<file path="config.mk">
export PLATFORM = sky130hd
export DESIGN_NAME = sma_exec
export DESIGN_NICKNAME = d
export VERILOG_FILES = /design/src/sma_pkg.sv /design/src/sma_exec.sv
export SDC_FILE = /design/constraint.sdc
export NUM_CORES = 1
export LEC_CHECK = 0
export ABC_CLOCK_PERIOD_IN_PS = 5180
export BUFFER_PORTS_ARGS = -buffer_cell sky130_fd_sc_hd__clkbuf_2
export CORE_ASPECT_RATIO = 1.4
export CORE_UTILIZATION = 38
export DETAILED_ROUTE_END_ITERATION = 12
export GPL_ROUTABILITY_DRIVEN = 0
export PLACE_DENSITY_LB_ADDON = 0.25
export SYNTH_ARGS = -nofsm -noshare
export SYNTH_HDL_FRONTEND = slang
export SYNTH_SLANG_ARGS = --single-unit
</file>
<file path="constraint.sdc">
create_clock -name vclk -period 5.18
set_input_delay 0.518 -clock vclk [all_inputs]
set_output_delay 0.518 -clock vclk [all_outputs]
set_load 0.02 [all_outputs]
</file>
<file path="src/sma_pkg.sv">
`timescale 1ns / 1ps
// ----------------------------------------------------------------------------
// sma_pkg
// Shared widths, instruction and status codes, and the execute result type
// of the stack machine execution unit.
// ----------------------------------------------------------------------------
package sma_pkg;

    localparam int STACK_DEPTH = 256;
    localparam int ADDR_W      = $clog2(STACK_DEPTH);
    localparam int CNT_W       = $clog2(STACK_DEPTH + 1);
    localparam int DATA_W      = 32;

    // instruction codes
    localparam logic [1:0] KIND_PUSH = 2'd0;
    localparam logic [1:0] KIND_POP  = 2'd1;
    localparam logic [1:0] KIND_ADD  = 2'd2;
    localparam logic [1:0] KIND_SUB  = 2'd3;

    // status codes
    localparam logic [2:0] STAT_OK        = 3'd0;
    localparam logic [2:0] STAT_POP_EMPTY = 3'd1;
    localparam logic [2:0] STAT_ADD_SHORT = 3'd2;
    localparam logic [2:0] STAT_SUB_SHORT = 3'd3;
    localparam logic [2:0] STAT_FULL      = 3'd4;
    localparam logic [2:0] STAT_HALTED    = 3'd5;

    typedef logic [CNT_W-1:0]  count_t;
    typedef logic [ADDR_W-1:0] addr_t;
    typedef logic [DATA_W-1:0] word_t;

    // outcome of one instruction, applied by the sequencer
    typedef struct packed {
        logic [2:0] status;
        word_t      tos;
        count_t     count;
        logic       wr_en;
        addr_t      wr_addr;
        word_t      wr_data;
        logic       halt_set;
    } exec_res_t;

endpackage

</file>
<file path="src/sma_exec.sv">
`timescale 1ns / 1ps
// ----------------------------------------------------------------------------
// sma_exec
// Decodes one instruction against the current stack and computes the new
// top, count, memory write and status through the shared add/sub unit.
// ----------------------------------------------------------------------------
module sma_exec (
    input  logic [1:0]         kind,
    input  sma_pkg::word_t     push_value,
    input  sma_pkg::count_t    count,
    input  sma_pkg::word_t     tos,
    input  sma_pkg::word_t     second,
    input  logic               halted,
    output sma_pkg::exec_res_t res
);
    import sma_pkg::*;

    word_t  alu_out;
    count_t count_m2;

    // shared add/sub unit: second op top
    assign alu_out  = (kind == KIND_SUB) ? (second - tos) : (second + tos);
    assign count_m2 = count - count_t'(2);

    // instruction decode
    always_comb
    begin
        res          = '0;
        res.status   = STAT_OK;
        res.tos      = tos;
        res.count    = count;
        res.wr_en    = 1'b0;
        res.wr_addr  = count[ADDR_W-1:0];
        res.wr_data  = push_value;
        if (halted)
        begin
            res.status = STAT_HALTED;
        end
        else
        begin
            unique case (kind) inside
                KIND_PUSH:
                begin
                    if (count >= count_t'(STACK_DEPTH))
                    begin
                        res.status = STAT_FULL;
                    end
                    else
                    begin
                        res.wr_en = 1'b1;
                        res.tos   = push_value;
                        res.count = count + count_t'(1);
                    end
                end
                KIND_POP:
                begin
                    if (count == '0)
                    begin
                        res.status = STAT_POP_EMPTY;
                    end
                    else
                    begin
                        res.count = count - count_t'(1);
                        res.tos   = (count == count_t'(1)) ? '0 : second;
                    end
                end
                KIND_ADD, KIND_SUB:
                begin
                    if (count < count_t'(2))
                    begin
                        res.status = (kind == KIND_ADD) ? STAT_ADD_SHORT : STAT_SUB_SHORT;
                    end
                    else
                    begin
                        res.wr_en   = 1'b1;
                        res.wr_addr = count_m2[ADDR_W-1:0];
                        res.wr_data = alu_out;
                        res.tos     = alu_out;
                        res.count   = count - count_t'(1);
                    end
                end
                default:
                begin
                    res.status = STAT_OK;
                end
            endcase
        end
        res.halt_set = (res.status != STAT_OK) && (res.status != STAT_HALTED);
    end

endmodule

</file>
Word-level counts from Yosys, hierarchy flattened
Index checks and enable logic that the tools add are counted.

storage, ports and cells
  bits in registers = 0
  input bits = 108
  output and inout bits = 86
  word-level logic and storage cells = 32

operators by class
  add/subtract/negate cells = 5
  magnitude comparators = 2
  eq/ne operators = 5
  muxes and demuxes = 15
  reductions and logical operators = 5

operators by type and width
  operator                                                     number
  2-to-1 mux 82 bit                                            2
  one-hot mux 41 bit (3 select lines)                          1
  2-to-1 mux 32 bit                                            2
  2-to-1 mux 42 bit                                            1
  2-to-1 mux 41 bit                                            1
  2-to-1 mux 40 bit                                            1
  adder 32 bit                                                 1
  subtractor 32 bit                                            1
  adder 9 x 1 -> 9 bit (second input constant)                 1
  equality test 9 x 1 -> 1 bit (second input constant)         1
  greater-or-equal comparator 9 bit (second input constant)    1
  zero test 9 bit                                              1
  less-than comparator 9 x 2 -> 1 bit (second input constant)  1
  one-hot mux 3 bit (3 select lines)                           1
  subtractor 9 x 1 -> 9 bit (second input constant)            1
  subtractor 8 x 2 -> 8 bit (second input constant)            1
  2-to-1 mux 3 bit                                             2
  equality test 2 bit (second input constant)                  2
  != test 3 bit (second input constant)                        1
  nonzero test 3 bit                                           1
  equality test 2 x 1 -> 1 bit (second input constant)         1
  zero test 2 bit                                              1
  2-to-1 mux 1 bit                                             2
  2-to-1 mux 2 bit                                             1
  other kinds (3)                                              3

Depth between registers and ports, before layout
Gate-level depths: netlist (run 1).

  depth after elaboration = 7
  mapped depth = 19
  mapped depth without buffers = 18

Least setup slack after synthesis (run 1)
OpenSTA, ideal clock, no wires.

  kind = input to output
  from = input tos[8]
  to = output res[32] (netlist name)
  data arrival time = 4359 ps
  data required time = 4662 ps
  path slack = 303 ps
  stages = 15
  path buffers = 1
  cells stage by stage = or4_4 nand3b_1 or4_4 or3_4 nor2_4 nor2_1 xnor2_1 ha_1 clkbuf_1 and3_1 nand3_1 o31ai_2 a211o_1 o22ai_1 o31ai_1

RTL lines
  item         RTL line        text
  from (decl)  sma_exec.sv:11  input sma_pkg::word_t tos,
  to (decl)    sma_exec.sv:14  output sma_pkg::exec_res_t res

==> results.py, run 1 <==
metrics = {
    "floorplanning": {
        "die_h_um": 131,
        "die_area_mm2": 0.0123,
        "start_util_pct": 39.4,
        "die_x_um": 94.1,
        "num_rows": 46,
        "coreArea_mm2": 0.0115,
        "pin_count": 194,
    },
    "critical_path": {
        "end_kind": "primary output",
        "arrival_ps": 4530,
        "crit_path_start_kind": "input pin",
        "crit_path_max_incr_delay_ps": 550,
        "cp_max_fo": 6,
        "crit_top_cell": "or4_4",
        "crit_path_end": "res[78]",
        "crit_required_ps": 4660,
        "setup.worst_path.class": "in2out",
        "crit_start": "tos[8]",
        "path_cells": "clkbuf_2 -> or4_4 -> nand3b_1 -> or4_4 -> or3_4 -> o31ai_2 -> xor2_1 -> ha_2 -> and3_4 -> nand3_2 -> o221ai_1 -> a31oi_1 -> o31ai_4 -> a21oi_2 -> xnor2_1 -> a221o_1 -> buf_2",
        "slowest_stage": "or4_4",
    },
    "global_route": {
        "grt_max_degree": 53,
        "grtUsageTotal_pct": 25.9,
        "busiest_layer": "met2",
        "use_met1_pct": 30.9,
        "grt_util_met3_pct": 2.03,
        "antenna_found_initial": 0,
        "grt-ovfl-total": 0,
        "grt_pass1_vias": 5443,
        "grt_first_pass_wirelength_mm": 26.1,
        "grt_use_met2_pct": 51.1,
    },
    "timing": {
        "slew_viol_final": 0,
        "finalCriticalPeriod_ps": 5040,
        "post-route-period-util_pct": 97.4,
        "hold_violations": 0,
        "setup_viol": 0,
        "setup_slack_ps": 136,
        "rsz0062_at_grt": "yes",
        "slew_headroom_pct": 35.0,
        "fmaxAchievable_mhz": 198,
        "worst_slew_pin_slew_ps": 974,
        "fin_tns_setup_ps": 0,
        "holdWs_ps": 1360,
    },
    "place": {
        "port_buffers": 194,
        "post-dp-hpwl_mm": 13.5,
        "pre_cts_ws_ps": 95.7,
    },
    "finish": {
        "seqCellArea_um2": 0,
        "final_cell_mix": "clkbuf_2, nand2_1, nor2_1, a21oi_1, o21ai_0",
        "fin_nets": 1029,
        "diodes": 0,
        "nClkBuffers": 0,
        "design.seq.count": 0,
        "layout_commonest_cell": "clkbuf_2",
        "syn2layout_area_growth_pct": 24.0,
        "drive_gt1_share_pct": 27.8,
    },
    "logic_synthesis": {
        "ys_types": 74,
        "synth_nets": 866,
        "ys_seq_area_share_pct": 0,
        "ys_warn_count": 0,
        "synth_cells": 719,
        "netlist_area_mm2": 0.00451,
        "avgSynthCellArea_um2": 6.27,
    },
    "drt": {
        "drt-initial-drc-count": 324,
        "drc_errors": 0,
        "drt_wl_total_mm": 16.8,
        "ant_nets": 0,
        "firstDrtPassIters": 5,
        "avgViaCountPerCell": 5.96,
        "num_vias": 6105,
        "wire_per_inst_um": 16.4,
    },
    "run_status": {
        "outcome": "finished clean",
    },
    "power": {
        "power_density_mw_per_mm2": 153,
        "p_leak_nw": 2.75,
        "ir_drop_mv": 0.0726,
    },
    "flow_run": {
        "maxCapViolations": 0,
    },
    "hold_path": {
        "worstHoldPathType": "in2out",
    },
}
[how the worst min path moves through the flow]
| stage | start | endpoint | slack, ps | cells past startpoint |
|---|---|---|---|---|
| floorplan | count[0] | res[33] | 1150 | 1 |
| global placement | push_value[20] | res[21] | 1360 | 4 |
| detailed placement | count[0] | res[33] | 1360 | 2 |
| CTS | count[0] | res[33] | 1360 | 2 |
| global route | push_value[23] | res[24] | 1380 | 4 |
| finish | push_value[14] | res[15] | 1360 | 4 |
[cells by family after synthesis]
| kind of cell | count (synthesis) | synth area share, % |
|---|---|---|
| AO/OA/AOI/OAI | 256 | 37.8 |
| buffers and inverters | 74 | 7.08 |
| multiplexers | 10 | 2.39 |
| XOR/XNOR | 59 | 11.9 |
| AND/OR/NAND/NOR | 281 | 29.9 |
| adder cells (fa/ha/maj) | 39 | 11.0 |
[routing by layer]
metal | share of wire, % | vias up
met5 | 0 | -
li1 | - | 2982
met3 | 5.8 | 16
met2 | 53 | 249
met1 | 40 | 2858
met4 | 0.98 | 0
[stage by stage]
step	power (mW)	util, %	cell area [um2]	cells
after floorplan	0.586	-	4510	719
final	0.858	48.8	5590	1024
after global placement	0.843	48.5	5560	1024
after global routing	0.938	48.8	5590	1024
after CTS	0.846	48.5	5560	1024
after detailed placement	0.841	48.5	5560	1024
[report_power, final]
| group | switching [mW] | total [mW] | internal (mW) |
|---|---|---|---|
| Sequential | 0 | 0 | 0 |
| Combinational | 0.531 | 0.858 | 0.327 |
| Clock | 0 | 0 | 0 |
[cells in the mapped netlist (all sizes together) (5+ instances only)]
library cell / instances / area [um2]
clkbuf: 39 / 168
or3: 7 / 55.1
nor2: 76 / 308
a221oi: 9 / 78.8
o21ai: 50 / 250
o31ai: 9 / 77.6
ha: 38 / 475
nand3: 14 / 70.1
o21bai: 5 / 37.5
a21oi: 65 / 333
a22oi: 24 / 180
a21o: 22 / 165
and3: 9 / 56.3
buf: 9 / 53.8
inv: 26 / 97.6
nor3: 12 / 60.1
xor2: 22 / 193
mux2: 6 / 67.6
and2: 6 / 38.8
a211o: 5 / 45.0
a221o: 7 / 70.1
nor4: 5 / 31.3
or4: 5 / 52.6
nand4: 13 / 81.3
a31oi: 11 / 68.8
xnor2: 37 / 343
nand2: 113 / 424
o211ai: 13 / 97.6
[area by class of cell]
| cell class | count | area [um2] |
|---|---|---|
| inverter | 26 | 97.6 |
| tap | 144 | 180 |
| timing repair buffer | 209 | 1080 |
| fill | 1255 | 5860 |
| multi-input combinational | 645 | 4230 |
[timing repair]
action | in CTS | in global routing
hold buffers | 0 | 0
endpoints found under the setup margin | 0 | 5
resized for setup | 0 | 9
setup buffers | 0 | 0
endpoints found under the hold margin | 0 | 0
[worst max-delay path, delay by kind of cell]
kind,cells,cell delay (ps)
buffers and inverters,2,270
AO/OA/AOI/OAI,6,1230
adder cells (fa/ha/maj),1,330
XOR/XNOR,2,290
AND/OR/NAND/NOR,6,1890
Power figures use the tool's default switching activity.
==> run 2: changes to the inputs <==
--- a/config.mk
+++ b/config.mk
@@ -12,6 +12,7 @@
 export DETAILED_ROUTE_END_ITERATION = 12
 export GPL_ROUTABILITY_DRIVEN = 0
 export PLACE_DENSITY_LB_ADDON = 0.25
+export SETUP_SLACK_MARGIN = 0.3
 export SYNTH_ARGS = -nofsm -noshare
 export SYNTH_HDL_FRONTEND = slang
 export SYNTH_SLANG_ARGS = --single-unit
==> results.py, run 2 (synthesized netlist as in run 1, its figures left out) <==
metrics = {
    "hold_path": {
        "hold_end": "res[30]",
        "hold_depth": 4,
        "worstHoldPathType": "in2out",
        "hp-start": "push_value[29]",
    },
    "timing": {
        "fin_tns_setup_ps": 0,
        "slew_headroom_pct": 37.1,
        "post-route-period-util_pct": 94.8,
        "setup_slack_ps": 271,
        "setup_viol": 0,
        "worst_slew_pin_slew_ps": 942,
        "holdWs_ps": 1340,
        "fmaxAchievable_mhz": 204,
        "hold_violations": 0,
        "slew_viol_final": 0,
        "finalCriticalPeriod_ps": 4910,
        "rsz0062_at_grt": "yes",
    },
    "drt": {
        "wire_per_inst_um": 16.6,
        "drt-initial-drc-count": 351,
        "num_vias": 6143,
        "drt_wl_total_mm": 17.2,
        "ant_nets": 0,
        "firstDrtPassIters": 5,
        "avgViaCountPerCell": 5.92,
        "drc_errors": 0,
    },
    "finish": {
        "seqCellArea_um2": 0,
        "final_area_mm2": 0.00593,
        "diodes": 0,
        "nClkBuffers": 0,
        "fin_util_pct": 51.8,
        "drive_gt1_share_pct": 32.0,
        "instances_no_fill": 1037,
        "layout_commonest_cell": "clkbuf_2",
        "design.seq.count": 0,
        "final_cell_mix": "clkbuf_2, nand2_1, nor2_1, a21oi_1, o21ai_0",
        "syn2layout_area_growth_pct": 31.6,
        "n_fill_cell": 1209,
        "fin_nets": 1042,
    },
    "flow_run": {
        "maxCapViolations": 0,
    },
    "floorplanning": {
        "num_rows": 46,
        "die_h_um": 131,
        "coreArea_mm2": 0.0115,
        "pin_count": 194,
        "start_util_pct": 39.4,
        "die_x_um": 94.1,
        "die_area_mm2": 0.0123,
    },
    "run_status": {
        "outcome": "finished clean",
    },
    "global_route": {
        "antenna_found_initial": 0,
        "grtUsageTotal_pct": 26.4,
        "grt_first_pass_wirelength_mm": 26.6,
        "grt_pass1_vias": 5533,
        "grt_max_degree": 53,
        "grt-ovfl-total": 0,
    },
    "critical_path": {
        "path_cells": "buf_8 -> or4_4 -> nand3b_1 -> or4_4 -> or3_4 -> nor2_4 -> nor2_2 -> xnor2_1 -> ha_1 -> and3_4 -> nand3_4 -> o221ai_2 -> a31oi_2 -> o31ai_4 -> a21oi_2 -> xnor2_2 -> a221o_1 -> buf_4",
        "end_kind": "primary output",
        "cp_max_fo": 5,
        "crit_top_cell": "or4_4",
        "crit_path_start_kind": "input pin",
        "crit_path_max_incr_delay_ps": 520,
        "critPathBufInv": 2,
        "crit_required_ps": 4660,
        "cp_top_family": "simple AND/OR/NAND/NOR gates",
        "slowest_stage": "or4_4",
        "arrival_ps": 4390,
        "setup.worst_path.class": "in2out",
    },
    "power": {
        "ir_drop_mv": 0.0726,
        "power_density_mw_per_mm2": 157,
        "p_total_uw": 930,
        "p_leak_nw": 2.88,
    },
    "place": {
        "post-dp-hpwl_mm": 13.5,
        "postPlaceCellArea_mm2": 0.00556,
        "pre_cts_ws_ps": 95.7,
        "dpl.cell_count": 1024,
        "port_buffers": 194,
    },
    "clock_tree": {
        "hold_buffers": 0,
    },
}
## run 2: worst min-delay path: stages
cell and delay, ps:
clkbuf_2 90, nand2_1 40, nand2_1 60, buf_6 110
## run 2: layer usage
layer | vias to the layer above | GRT usage [%] | routed length [um]
met5 | - | 0 | 0
met4 | 0 | 3.62 | 178
met3 | 18 | 1.91 | 978
met2 | 252 | 52.0 | 9070
met1 | 2870 | 31.3 | 7010
li1 | 3003 | - | -
## run 2: how the worst max path moves through the flow
stage | from | endpoint | slack, ps | cells past startpoint
6_report | tos[8] | res[78] | 270 | 18
5_1_grt | tos[8] | res[82] | 90 | 17
4_1_cts | tos[8] | res[25] | 280 | 16
3_5_place_dp | tos[8] | res[78] | 100 | 15
3_3_place_gp | tos[8] | res[78] | 160 | 15
2_1_floorplan | tos[8] | res[32] | 300 | 15
## run 2: final cells by class
cell class	count	area (um2)	area share, %
repair buffers	222	1240	20.8
multi-input cells	645	4420	74.5
well taps	144	180	3.04
inverters	26	97.6	1.64
## run 2: timing repair
action                                  4_1_cts  5_1_grt
pin swaps                                     4       18
endpoints found under the setup margin       12       21
buffers inserted                              5        8
gates resized for setup                      28       44
## run 2: where the power goes
group          total, mW  switching (mW)  internal (mW)
registers              0               0              0
clock network          0               0              0
logic              0.930           0.557          0.373
total              0.930           0.557          0.373
